--- src/rtl/rtv_pkg.sv ---
package rtv_pkg;

  // String length limits for the two rule sets.
  localparam int NAME_LEN = 8;
  localparam int TEXT_LEN = 64;

  // A character is judged with three bytes behind it and four ahead of it.
  localparam int LOOK_BACK  = 3;
  localparam int LOOK_AHEAD = 4;
  localparam int SPAN       = LOOK_BACK + 1 + LOOK_AHEAD;
  localparam int CELLS      = LOOK_BACK + LOOK_AHEAD;
  localparam int JUDGES     = LOOK_AHEAD + 1;

  localparam int MAX_LEN = (TEXT_LEN > NAME_LEN) ? TEXT_LEN : NAME_LEN;
  localparam int RCV_MAX = MAX_LEN + JUDGES;
  localparam int RCV_W   = $clog2(RCV_MAX + 1);

  localparam logic [7:0] BYTE_NUL = 8'h00;
  localparam logic [7:0] BYTE_CR  = 8'h0D;
  localparam logic [7:0] BYTE_SP  = 8'h20;
  localparam logic [7:0] BYTE_TOP = 8'h7E;
  localparam logic [7:0] CASE_BIT = 8'h20;

  localparam logic MODE_NAME = 1'b0;
  localparam logic MODE_TEXT = 1'b1;

  typedef logic [RCV_W-1:0] rcv_t;

  // A byte together with the classes the rules look at.
  typedef struct packed {
    logic [7:0] code;
    logic       upper;
    logic       lower;
    logic       alpha;
    logic       digit;
    logic       space;
    logic       zero;
    logic       cr;
    logic       fin;
    logic       mark;
    logic       dot;
    logic       p_sn;
    logic       p_rt;
    logic       prnt;
    logic       lw;
    logic       lp;
    logic       ll;
    logic       ld;
    logic       le;
    logic       lf;
    logic       lm;
    logic       lc;
    logic       lo;
  } char_t;

  // Outcome of judging one character, split by where a failure falls
  // relative to the non-space count and the case-change count.
  typedef struct packed {
    logic ended;
    logic pre_fail;
    logic ns;
    logic mid_fail;
    logic cc;
    logic post_fail;
  } judge_t;

  function automatic char_t classify(input logic [7:0] b);
    char_t      r;
    logic [7:0] fold;
    fold    = b | CASE_BIT;
    r.code  = b;
    r.upper = (b >= "A") && (b <= "Z");
    r.lower = (b >= "a") && (b <= "z");
    r.alpha = r.upper || r.lower;
    r.digit = (b >= "0") && (b <= "9");
    r.space = (b == BYTE_SP);
    r.zero  = (b == BYTE_NUL);
    r.cr    = (b == BYTE_CR);
    r.fin   = r.zero || r.space || r.cr;
    r.mark  = !r.alpha && !r.digit && !r.space;
    r.dot   = (b == ".");
    r.p_sn  = (b == ".") || (b == ",");
    r.p_rt  = r.p_sn || (b == ":") || (b == ";") || (b == "!") || (b == "?");
    r.prnt  = (b >= BYTE_SP) && (b <= BYTE_TOP);
    r.lw    = r.alpha && (fold == "w");
    r.lp    = r.alpha && (fold == "p");
    r.ll    = r.alpha && (fold == "l");
    r.ld    = r.alpha && (fold == "d");
    r.le    = r.alpha && (fold == "e");
    r.lf    = r.alpha && (fold == "f");
    r.lm    = r.alpha && (fold == "m");
    r.lc    = r.alpha && (fold == "c");
    r.lo    = r.alpha && (fold == "o");
    return r;
  endfunction

endpackage

--- src/rtl/rtv_cell.sv ---
module rtv_cell import rtv_pkg::*; (
  input  logic  clk,
  input  logic  rst_n,
  input  logic  shift_en,
  input  logic  clear,
  input  char_t d,
  output char_t q
);

  char_t q_r;

  // One window slot: takes its neighbor's byte on every accepted request,
  // and empties when the string ends.
  always_ff @(posedge clk) begin
    if (!rst_n) begin
      q_r <= classify(BYTE_NUL);
    end else if (shift_en) begin
      q_r <= clear ? classify(BYTE_NUL) : d;
    end
  end

  assign q = q_r;

endmodule

--- src/rtl/rtv_judge.sv ---
module rtv_judge import rtv_pkg::*; (
  input  logic   text_mode,
  input  logic   past_limit,
  input  char_t  win [SPAN],
  output judge_t res
);

  char_t lb3, lb2, p, c, n1, n2, n3, n4;
  logic  dom;
  logic  bad_pair;

  assign lb3 = win[LOOK_BACK-3];
  assign lb2 = win[LOOK_BACK-2];
  assign p   = win[LOOK_BACK-1];
  assign c   = win[LOOK_BACK];
  assign n1  = win[LOOK_BACK+1];
  assign n2  = win[LOOK_BACK+2];
  assign n3  = win[LOOK_BACK+3];
  assign n4  = win[LOOK_BACK+4];

  // A dot is part of a domain when "www" precedes it or a known suffix
  // follows it and then ends the word.
  assign dom = (lb3.lw && lb2.lw && p.lw) ||
               (n1.lp && n2.ll && n3.fin) ||
               (n1.ld && n2.le && n3.fin) ||
               (n1.lf && n2.lm && n3.fin) ||
               (n1.lc && n2.lo && n3.lm && n4.fin);

  assign bad_pair = p.alpha && n1.alpha && !(c.dot && dom);

  always_comb begin
    res.ended = past_limit || c.zero || ((text_mode == MODE_TEXT) && c.cr);
    res.ns    = !c.space;
    res.cc    = p.lower && c.upper;
    if (text_mode == MODE_NAME) begin
      res.pre_fail  = !(c.alpha || c.digit || c.space || c.p_sn);
      res.mid_fail  = (c.space && p.space) ||
                      (c.p_sn && (p.zero || p.space || bad_pair));
      res.post_fail = p.p_sn && (p.code == c.code);
    end else begin
      res.pre_fail  = !c.prnt;
      res.mid_fail  = (c.space && p.space) ||
                      (c.p_rt && !p.zero && (p.space || bad_pair)) ||
                      (((p.digit && c.alpha) || (p.alpha && c.digit)) && !n1.fin);
      res.post_fail = p.mark && c.mark && (p.code == c.code);
    end
  end

endmodule

--- src/rtl/rds_text_validator.sv ---
// Latency: the verdict for a string is registered at the edge that accepts its
//   last byte, on out_valid from the next cycle on if no older verdict waits.
// Throughput: one byte per cycle; input stalls only while two verdicts wait.
// Reset (rst_n low, synchronous): empty window, counters cleared, no verdict
//   pending, text_mode set to radio-text rules.
module rds_text_validator import rtv_pkg::*; (
  input  logic       clk,
  input  logic       rst_n,
  input  logic       cfg_wr_en,
  input  logic       cfg_wr_data,
  input  logic       in_valid,
  output logic       in_stall,
  input  logic [7:0] in_char_in,
  input  logic       in_last,
  output logic       out_valid,
  input  logic       out_stall,
  output logic       out_text_ok
);

  localparam logic [1:0] CNT_TWO = 2'd2;

  // Configuration and per-string scan state.
  logic       text_mode_r;
  rcv_t       rcv_r;
  logic       scan_r;
  logic       rej_r;
  logic [1:0] cc_r;
  logic [1:0] ns_r;

  // Result side: output register plus one skid slot.
  logic out_vld_r, out_ok_r;
  logic skid_vld_r, skid_ok_r;

  logic       acc;
  logic       out_take;
  logic [7:0] c_in;
  rcv_t       rcv_nxt;
  rcv_t       limit;
  char_t      char_nul;
  char_t      cell_q [CELLS];
  char_t      w [CELLS+1];
  judge_t     jr [JUDGES];
  logic [JUDGES-1:0] vld;
  logic [JUDGES-1:0] past;
  logic [JUDGES-1:0] act;
  logic       scan_nxt, rej_nxt;
  logic [1:0] cc_nxt, ns_nxt;
  logic       verdict;

  assign acc      = in_valid && !in_stall;
  assign out_take = out_vld_r && !out_stall;
  assign in_stall = skid_vld_r;
  assign out_valid   = out_vld_r;
  assign out_text_ok = out_ok_r;
  assign char_nul    = classify(BYTE_NUL);

  // Once a zero byte has arrived, every later byte of the string counts as
  // zero. Cell 0 holds the newest byte; it is zero after a clear as well, so
  // the count tells the two cases apart.
  assign c_in = ((rcv_r != '0) && cell_q[0].zero) ? BYTE_NUL : in_char_in;

  // The byte count saturates once every character is certainly past the
  // length limit, which keeps the limit compares correct for long strings.
  assign rcv_nxt = (rcv_r == rcv_t'(RCV_MAX)) ? rcv_r : rcv_r + rcv_t'(1);
  assign limit   = (text_mode_r == MODE_TEXT) ? rcv_t'(TEXT_LEN) : rcv_t'(NAME_LEN);

  // The window as it stands after the current request: w[0] is the
  // incoming byte, w[k] the byte received k requests before it.
  assign w[0] = classify(c_in);
  for (genvar k = 1; k <= CELLS; k++) begin : g_w
    assign w[k] = cell_q[k-1];
  end

  // The chain of cells shifts one slot per accepted request.
  for (genvar k = 0; k < CELLS; k++) begin : g_cell
    rtv_cell u_cell (
      .clk      (clk),
      .rst_n    (rst_n),
      .shift_en (acc),
      .clear    (in_last),
      .d        (w[k]),
      .q        (cell_q[k])
    );
  end

  // A judge sits at each window slot that can hold a character due now.
  // Slot JUDGES-1 has its full lookahead and is judged on every byte; the
  // younger slots are judged only on the last byte, with zeros standing in
  // for the bytes that never came.
  for (genvar k = 0; k < JUDGES; k++) begin : g_judge
    char_t win [SPAN];
    for (genvar j = 0; j < SPAN; j++) begin : g_tap
      if (k + LOOK_BACK - j >= 0) begin : g_in
        assign win[j] = w[k+LOOK_BACK-j];
      end else begin : g_pad
        assign win[j] = char_nul;
      end
    end
    rtv_judge u_judge (
      .text_mode  (text_mode_r),
      .past_limit (past[k]),
      .win        (win),
      .res        (jr[k])
    );
  end

  // Slot k holds character number rcv_nxt-1-k. It exists when that number is
  // not negative and lies past the limit when it reaches the limit.
  always_comb begin
    for (int k = 0; k < JUDGES; k++) begin
      vld[k]  = rcv_nxt > rcv_t'(k);
      past[k] = {1'b0, rcv_nxt} > ({1'b0, limit} + (RCV_W+1)'(k));
      act[k]  = vld[k] && ((k == JUDGES - 1) || in_last);
    end
  end

  // Fold the judged characters into the scan state, oldest first. Any
  // failure ends the scan, so the counters only matter up to the first one.
  always_comb begin
    scan_nxt = scan_r;
    rej_nxt  = rej_r;
    cc_nxt   = cc_r;
    ns_nxt   = ns_r;
    for (int s = JUDGES - 1; s >= 0; s--) begin
      if (act[s] && !scan_nxt) begin
        if (jr[s].ended) begin
          scan_nxt = 1'b1;
        end else if (jr[s].pre_fail) begin
          scan_nxt = 1'b1;
          rej_nxt  = 1'b1;
        end else begin
          if (jr[s].ns && (ns_nxt != CNT_TWO)) begin
            ns_nxt = ns_nxt + 2'd1;
          end
          if (jr[s].mid_fail) begin
            scan_nxt = 1'b1;
            rej_nxt  = 1'b1;
          end else begin
            if (jr[s].cc && (cc_nxt != CNT_TWO)) begin
              cc_nxt = cc_nxt + 2'd1;
            end
            if ((jr[s].cc && (cc_nxt == CNT_TWO)) || jr[s].post_fail) begin
              scan_nxt = 1'b1;
              rej_nxt  = 1'b1;
            end
          end
        end
      end
    end
    verdict = !rej_nxt && (ns_nxt == CNT_TWO);
  end

  always_ff @(posedge clk) begin
    if (!rst_n) begin
      text_mode_r <= MODE_TEXT;
    end else if (cfg_wr_en) begin
      text_mode_r <= cfg_wr_data;
    end
  end

  // Scan state: cleared after the last byte so the next string starts fresh.
  always_ff @(posedge clk) begin
    if (!rst_n) begin
      rcv_r  <= '0;
      scan_r <= 1'b0;
      rej_r  <= 1'b0;
      cc_r   <= '0;
      ns_r   <= '0;
    end else if (acc) begin
      if (in_last) begin
        rcv_r  <= '0;
        scan_r <= 1'b0;
        rej_r  <= 1'b0;
        cc_r   <= '0;
        ns_r   <= '0;
      end else begin
        rcv_r  <= rcv_nxt;
        scan_r <= scan_nxt;
        rej_r  <= rej_nxt;
        cc_r   <= cc_nxt;
        ns_r   <= ns_nxt;
      end
    end
  end

  // Verdict delivery. A new verdict goes to the output register when it is
  // free or being emptied, otherwise to the skid slot; a full skid slot
  // stalls the input until the output register drains.
  always_ff @(posedge clk) begin
    if (!rst_n) begin
      out_vld_r  <= 1'b0;
      skid_vld_r <= 1'b0;
    end else if (skid_vld_r) begin
      if (out_take) begin
        skid_vld_r <= 1'b0;
      end
    end else if (acc && in_last) begin
      if (!out_vld_r || out_take) begin
        out_vld_r <= 1'b1;
      end else begin
        skid_vld_r <= 1'b1;
      end
    end else if (out_take) begin
      out_vld_r <= 1'b0;
    end
  end

  always_ff @(posedge clk) begin
    if (skid_vld_r) begin
      if (out_take) begin
        out_ok_r <= skid_ok_r;
      end
    end else if (acc && in_last) begin
      if (!out_vld_r || out_take) begin
        out_ok_r <= verdict;
      end else begin
        skid_ok_r <= verdict;
      end
    end
  end

  // The skid slot is only ever filled behind a full output register.
  a_skid_behind_out: assert property (@(posedge clk) disable iff (!rst_n)
    skid_vld_r |-> out_vld_r)
    else $error("skid slot holds a verdict while the output register is empty");

  // A rejection always ends the scan.
  a_rej_ends_scan: assert property (@(posedge clk) disable iff (!rst_n)
    rej_r |-> scan_r)
    else $error("rejected string still being scanned");

  // The last byte of a string leaves the scan state clean for the next one.
  a_clear_on_last: assert property (@(posedge clk) disable iff (!rst_n)
    (in_valid && !in_stall && in_last) |=> ((rcv_r == '0) && !scan_r && !rej_r))
    else $error("scan state not cleared after the last byte");

  // Every accepted last byte leaves a verdict waiting at the output.
  a_verdict_ready: assert property (@(posedge clk) disable iff (!rst_n)
    (in_valid && !in_stall && in_last) |=> out_vld_r)
    else $error("no verdict offered after the last byte");

endmodule

--- config.mk ---
export PLATFORM = sky130hd
export DESIGN_NAME = rds_text_validator
export DESIGN_NICKNAME = d
export VERILOG_FILES = /design/src/rtl/rtv_pkg.sv /design/src/rtl/rtv_cell.sv /design/src/rtl/rtv_judge.sv /design/src/rtl/rds_text_validator.sv
export SDC_FILE = /design/constraint.sdc
export NUM_CORES = 1
export LEC_CHECK = 0
export ABC_AREA = 1
export BUFFER_PORTS_ARGS = -buffer_cell sky130_fd_sc_hd__buf_4
export CAP_MARGIN = 10
export CELL_PAD_IN_SITES_DETAIL_PLACEMENT = 0
export CELL_PAD_IN_SITES_GLOBAL_PLACEMENT = 1
export CORE_MARGIN = 1.5
export CORE_UTILIZATION = 46
export CTS_CLUSTER_SIZE = 25
export DETAILED_ROUTE_END_ITERATION = 6
export GPL_TIMING_DRIVEN = 1
export PLACE_DENSITY_LB_ADDON = 0.1
export SLEW_MARGIN = 5
export SYNTH_ARGS = -nofsm -noshare
export SYNTH_HDL_FRONTEND = slang
export SYNTH_SLANG_ARGS = --single-unit
--- constraint.sdc ---
create_clock -name clk -period 7.75 [get_ports clk]
set_clock_uncertainty 0.15 [all_clocks]
set_input_delay 0.3875 -clock clk [delete_from_list [all_inputs] [get_ports clk]]
set_output_delay 0.3875 -clock clk [all_outputs]
set_load 0.02 [all_outputs]
# --- Word level (Yosys, flattened, before mapping) ---
# Index checks and enable logic that the tools add are counted.
word_totals:
  input_bits: 15
  output_inout_bits: 3
  wordCells: 636
  register_bits: 178
classes:
  mux: 156
  order_cmp: 18
  n_reduce_logical: 269
  addsub: 15
  n_bitwise: 2
  n_eq_ne: 41
op_table:
  columns: ["op", "n"]
  rows:
  - ["30-bit two-way mux", 6]
  - ["1-bit logical AND", 141]
  - ["2-bit two-way mux", 67]
  - ["1-bit logical OR", 81]
  - ["1-bit two-way mux", 78]
  - ["7-bit by 6-bit == test with 1-bit output (second input constant)", 9]
  - ["8-bit by 6-bit == test with 1-bit output (second input constant)", 7]
  - ["8-bit == test", 5]
  - ["1-bit logical NOT", 39]
  - ["7-bit by 8-bit > comparator with 1-bit output", 4]
  - ["8-bit by 7-bit less-or-equal comparator with 1-bit output (second input constant)", 3]
  - ["7-bit two-way mux", 3]
  - ["2-bit by 1-bit adder with 2-bit output (second input constant)", 10]
  - ["2-bit inequality test (second input constant)", 10]
  - ["7-bit by 2-bit adder with 8-bit output (second input constant)", 2]
  - ["8-bit by 6-bit >= comparator with 1-bit output (second input constant)", 2]
  - ["8-bit by 7-bit >= comparator with 1-bit output (second input constant)", 2]
  - ["7-bit by 1-bit > comparator with 1-bit output (second input constant)", 2]
  - ["7-bit by 2-bit > comparator with 1-bit output (second input constant)", 2]
  - ["2-bit == test (second input constant)", 6]
  - ["9-bit two-way mux", 1]
  - ["3-bit AND reduction", 3]
  - ["7-bit by 1-bit adder with 8-bit output (second input constant)", 1]
  - ["7-bit by 3-bit adder with 8-bit output (second input constant)", 1]
  - ["other kinds (12)", 16]

# --- Depth between registers and ports, before layout ---
depth:
  depth_word: 77
  ltp_mapped: 55
  ltp_nobuf: 55

# --- Hierarchy ---
# From an unflattened synthesis, not the netlist that was laid out.
unflattened:
  hier_cells: 1722
  hier_area_um2: 12534.5
modules_own_cells:
  columns: ["module", "seq_area_each_um2", "area_per_inst_um2", "n_inst", "cells_per_inst"]
  rows:
  - ["rtv_cell", 600.6, 1168.6, 7, 133]
  - ["rds_text_validator", 380.4, 2946.6, 1, 521]
  - ["rtv_judge", 0.0, 281.5, 5, 54]

# --- Worst setup path after synthesis ---
# OpenSTA, ideal clock, no wires.
synth_timing:
  path_kind: "register -> register"
  from: "reg rcv_r[0]"
  to: "reg skid_ok_r, data pin"
  stages_incl_launch_ff: 47
  setup_slack_ns: 1.807
  setup_time_ns: 0.255
  path_buffers: 0
  arrival_time_ns: 5.538
  period_less_slack_ns: 5.943
  t_required_ns: 7.345
  path_cell_list: "dfxtp_1 -> ha_1 -> nand3_1 -> nor2_1 -> inv_1 -> nor2_1 -> xnor2_1 -> inv_1 -> ha_1 -> nand2_1 -> inv_2 -> o21ai_2 -> nand2_2 -> a21oi_2 -> and2_2 -> nand4_1 -> nand2_2 -> nand2_2 -> (+11 left out) -> nand2_2 -> nand2_1 -> and2_1 -> ha_1 -> nor2_1 -> inv_1 -> nor2_1 -> nand4_2 -> nand2_1 -> inv_1 -> ha_1 -> nor2_1 -> inv_1 -> nand3_1 -> nand3_1 -> o21bai_2 -> a21oi_2 -> and3_1"
synth_via:
  elab_chain_cells: 70
  word_cells_on_any_way: 296
  cone_classes: "add/sub: 9; order compare: 18; eq/ne: 26; mux: 106; reduce/logical: 137"
synth_rtl:
  columns: ["element", "line", "rtl"]
  rows:
  - ["start: declaration", "rds_text_validator.sv:24", "rcv_t rcv_r;"]
  - ["start signal: assignment", "rds_text_validator.sv:177", "rcv_r <= rcv_nxt;"]
  - ["branches (longest 69 deep; another with 8-bit two-way mux)", null, null]
  - ["1-bit logical AND *", "rds_text_validator.sv:150", "verdict = !rej_nxt && (ns_nxt == CNT_TWO);"]
  - ["named net verdict", "rds_text_validator.sv:48", "logic verdict;"]
  - ["end signal: assignment", "rds_text_validator.sv:217", "skid_ok_r <= verdict;"]
  - ["end: declaration", "rds_text_validator.sv:32", "logic skid_vld_r, skid_ok_r;"]
# Mark *: on every way through the listed nets, which the timed path passes. The select of a mux whose other input is x is not followed.
# A chain may end at the register's enable or synchronous reset.

# --- Final worst setup path ---
# Ends and elaborated chain as after synthesis.

==> summary.txt <==
run status: complete, no violations
FILL cells: 1804
total of warnings raised by yosys: 0
count of flip-flops with a built-in enable after synthesis: 2
proportion of register bits with asynchronous set or reset after synthesis: 0%
minimum clock period after layout: 6.735 ns
switching fraction of total power: 28.84%
Clk pin slew, worst setup/hold paths: 0.07 ns
most common cell type on the critical path: sky130_fd_sc_hd__nand2_1
global-route wire length before repair: 35.72 mm
placer congestion estimate: 0.8729
number of inserted diodes: 0
post-detailed-route count of antenna-violating nets: 0
initial cell density of the core: 47.24%
unrepaired setup endpoints after global routing: no
total die area: 18570 sq um
final number of max-transition violations: 0
clock tree from TritonCTS: done
post-detailed-route via-to-cell ratio: 5.208
layer with the highest usage: met2
top_reg_cell synth: sky130_fd_sc_hd__dfxtp_1
highest fanout seen on the critical path: 10
most common cell in the synthesized netlist: sky130_fd_sc_hd__nand2_1
data required time of the worst path: 7.78 ns
final core utilization: 51.99%
Worst Setup End Kind: register
power share of the clock group: 45.7%
delay of the slowest cell on the worst path: 0.40 ns
maximum root-to-sink buffer count: 2
P_leak: 3.671 nW
GRT met2 Usage: 42.06%
library cell used as clock root buffer: sky130_fd_sc_hd__clkbuf_16
final hold violation count: 0
aggregate global routing overflow: 0
post-detailed-route DRC marker count: 0
number of design-rule violations left by the first detailed-router iteration: 520
chip width: 136.3 um
Synth area leader: sky130_fd_sc_hd__dfxtp_1
hold path endpoint: text_mode_r$_SDFFE_PN1P_
Setup Crit Path Kind: register to register
top-level port count: 18
sequential share of power: 43.9%
average cell area after synthesis: 6.877 sq um
portion of the post-synthesis area used by sequential elements: 35.28%
cell with the biggest individual delay on the critical path: sky130_fd_sc_hd__dfxtp_1
global-route usage over all layers: 24.64%
fraction of final layout cells with drive strength greater than 1: 12.70%
number of global-route vias before repair: 6998
startpoint of the lowest-slack register-to-register path: rcv_r[0]$_SDFFE_PN0P_
fraction of power consumed by combinational cells: 10.3%
number of register bits inferred by synthesis: 143
Startpoint Class: register
antenna violations before repair: 0
hold path startpoint: cfg_wr_data
top post-synthesis cells by area: sky130_fd_sc_hd__dfxtp_1, sky130_fd_sc_hd__nand2_1, sky130_fd_sc_hd__a21oi_1, sky130_fd_sc_hd__inv_1, sky130_fd_sc_hd__nand3_1
total via count after detailed routing: 7406
Pre-Repair DR Iteration Count: 5
net count of the mapped netlist: 1219
final cycle utilization of the critical path: 86.91%
internal power component: 1.228 mW
Worst Reg-to-Reg Cells: 49
count of cells along the worst hold path: 3
nets: 1215
fmax: 148.5 MHz
Avg WL per Cell: 15.25 um
count of different cell masters after synthesis: 61
number of standard-cell rows in the floorplan: 48
R2R Setup Slk: 1.01 ns
Syn-to-layout area delta: 10.06%
number of post-CTS setup repair buffers: 0
Total Wirelength: 21.69 mm
switching power total: 0.4978 mW
Pwr Density: 191.9 nW/um^2
number of buffers added on ports: 17
WP data arrival: 6.76 ns
met1 global-route usage: 32.13%
worst rel slew slack: 27.02%
area share of the leading cell type in the synthesized netlist: 34.55%
Die Span Y: 136.3 um
largest net degree at the start of global routing: 88
count of maximum capacitance violations: 0
number of standard cells after synthesis: 1188
FF-to-FF End: skid_ok_r$_DFFE_PP_
Num CTS Buffers: 17
most common library cells after synthesis: sky130_fd_sc_hd__nand2_1, sky130_fd_sc_hd__a21oi_1, sky130_fd_sc_hd__dfxtp_1, sky130_fd_sc_hd__inv_1, sky130_fd_sc_hd__nand3_1
worst-margin pin slew: 1.092 ns
clock latency of the later-clocked register in the worst-skew pair: 0.42 ns
number of levels in the clock H-tree: 4
# setup viols final: 0
clock net sink count: 143
highest ir drop seen on vdd: 0.0001557 V
floorplan core area: 17300 sq um
met3 capacity usage during global routing: 4.586%
detailed-placement wirelength estimate: 15.40 mm
summed negative setup slack over all endpoints: 0 ns
cell area after synthesis: 8170 sq um
classification of the worst-slack hold path: input pin to register
cells in the final DEF (no fill, tap or decap), types with 4 or more instances in the layout:
| cell | Yosys | layout |
|---|---|---|
| sky130_fd_sc_hd__nand2_1 | 380 | 379 |
| sky130_fd_sc_hd__a21oi_1 | 143 | 143 |
| sky130_fd_sc_hd__dfxtp_1 | 141 | 141 |
| sky130_fd_sc_hd__inv_1 | 92 | 92 |
| sky130_fd_sc_hd__nand3_1 | 64 | 64 |
| sky130_fd_sc_hd__nor2_1 | 60 | 59 |
| sky130_fd_sc_hd__o21ai_0 | 26 | 26 |
| sky130_fd_sc_hd__buf_4 | 1 | 22 |
| sky130_fd_sc_hd__xor2_1 | 21 | 21 |
| sky130_fd_sc_hd__xnor2_1 | 19 | 19 |
| sky130_fd_sc_hd__nand4_1 | 18 | 18 |
| sky130_fd_sc_hd__nand2_2 | 18 | 18 |
| sky130_fd_sc_hd__clkbuf_16 | 0 | 17 |
| sky130_fd_sc_hd__ha_1 | 16 | 16 |
| sky130_fd_sc_hd__nor3_1 | 14 | 14 |
| sky130_fd_sc_hd__inv_2 | 14 | 13 |
| sky130_fd_sc_hd__nand2_4 | 10 | 11 |
| sky130_fd_sc_hd__nor2_2 | 9 | 9 |
| sky130_fd_sc_hd__nand3_2 | 9 | 9 |
| sky130_fd_sc_hd__o211ai_1 | 7 | 7 |
| sky130_fd_sc_hd__or2_2 | 6 | 6 |
| sky130_fd_sc_hd__o22ai_1 | 6 | 6 |
| sky130_fd_sc_hd__clkinv_4 | 1 | 6 |
| sky130_fd_sc_hd__o21ai_1 | 5 | 5 |
| sky130_fd_sc_hd__o21ai_2 | 5 | 5 |
| sky130_fd_sc_hd__a21oi_2 | 5 | 5 |
| sky130_fd_sc_hd__nor2_4 | 3 | 4 |
| sky130_fd_sc_hd__nor4_1 | 4 | 4 |
| sky130_fd_sc_hd__a31oi_1 | 4 | 4 |
| sky130_fd_sc_hd__inv_6 | 0 | 4 |
final cells by class:
type	count	area (sq um)	share of cell area [%]
multi-input combinational	889	4671	51.94
sequential	143	2883	32.06
clock buffer	18	439.2	4.884
inverter	110	420.4	4.675
tap	225	281.5	3.131
timing repair buffer	23	175.2	1.948
clock inverter	14	122.6	1.364
worst max-delay path by stage:
stage | slack (ns) | cells after the start | from | endpoint
2_1_floorplan | 1.81 | 46 | rcv_r[0]$_SDFFE_PN0P_ | skid_ok_r$_DFFE_PP_
3_3_place_gp | 1.20 | 49 | rcv_r[0]$_SDFFE_PN0P_ | skid_ok_r$_DFFE_PP_
3_5_place_dp | 1.06 | 49 | rcv_r[0]$_SDFFE_PN0P_ | skid_ok_r$_DFFE_PP_
4_1_cts | 1.03 | 49 | rcv_r[0]$_SDFFE_PN0P_ | skid_ok_r$_DFFE_PP_
5_1_grt | 0.39 | 51 | rcv_r[0]$_SDFFE_PN0P_ | skid_ok_r$_DFFE_PP_
6_report | 1.01 | 49 | rcv_r[0]$_SDFFE_PN0P_ | skid_ok_r$_DFFE_PP_
repair_timing:
action                    4_1_cts  5_1_grt
hold buffers                    1        0
gates resized for setup         0        0
hold endpoints to repair        1        0
per-layer routing:
layer  vias up  share of wire [%]
met3        20                2.7
met2        92                 48
met5         -                  0
li1       3875                  -
met4         0                1.2
met1      3419                 48
stage by stage:
stage               std cells  setup slack, ns  power, mW  instance area (sq um)  hold WS, ns
floorplan                1188            1.807     0.9001                   8170       0.2909
global placement         1389            1.199     0.9538                   8421       0.3027
detailed placement       1389            1.059     0.9533                   8421       0.3062
CTS                      1422            1.030      1.739                   8992     0.008852
global route             1422           0.3874      1.795                   8992      0.02854
finish                   1422            1.015      1.726                   8992      0.01503
registers in the layout, summed over array words and instances (netlist names):
signal           cells
rcv_r                7
cc_r                 2
g_cell.u_cell.q    125
scan_r               1
ns_r                 2
out_text_ok          1
in_stall             1
skid_ok_r            1
rej_r                1
text_mode_r          1
out_valid            1
power by group through the flow:
| stage | clock network [mW] | registers, mW | logic [mW] |
|---|---|---|---|
| 4_1_cts | 0.801 | 0.758 | 0.179 |
| 3_3_place_gp | 0 | 0.775 | 0.179 |
| 3_5_place_dp | 0 | 0.775 | 0.178 |
| 5_1_grt | 0.836 | 0.759 | 0.199 |
| 6_report | 0.789 | 0.758 | 0.178 |
| 2_1_floorplan | 0 | 0.771 | 0.129 |
kinds of logic after synthesis:
logic type               count (synthesis)  synth area share (%)
AND/OR/NAND/NOR                        612                 34.30
AO/OA/AOI/OAI                          216                 14.89
buffers and inverters                  156                 7.733
flip-flops                             143                 35.28
XOR/XNOR                                44                 5.222
adder cells (fa/ha/maj)                 16                 2.450
multiplexers                             1                0.1225
worst max-delay path: cells and delay by family (launching register included):
kind                     cells  cell delay, ns
AO/OA/AOI/OAI                4            0.58
buffers and inverters        8            0.77
adder cells (fa/ha/maj)      5            0.97
flip-flops                   1            0.40
AND/OR/NAND/NOR             32            3.63
No activity file was read; power rests on OpenSTA's default activity.
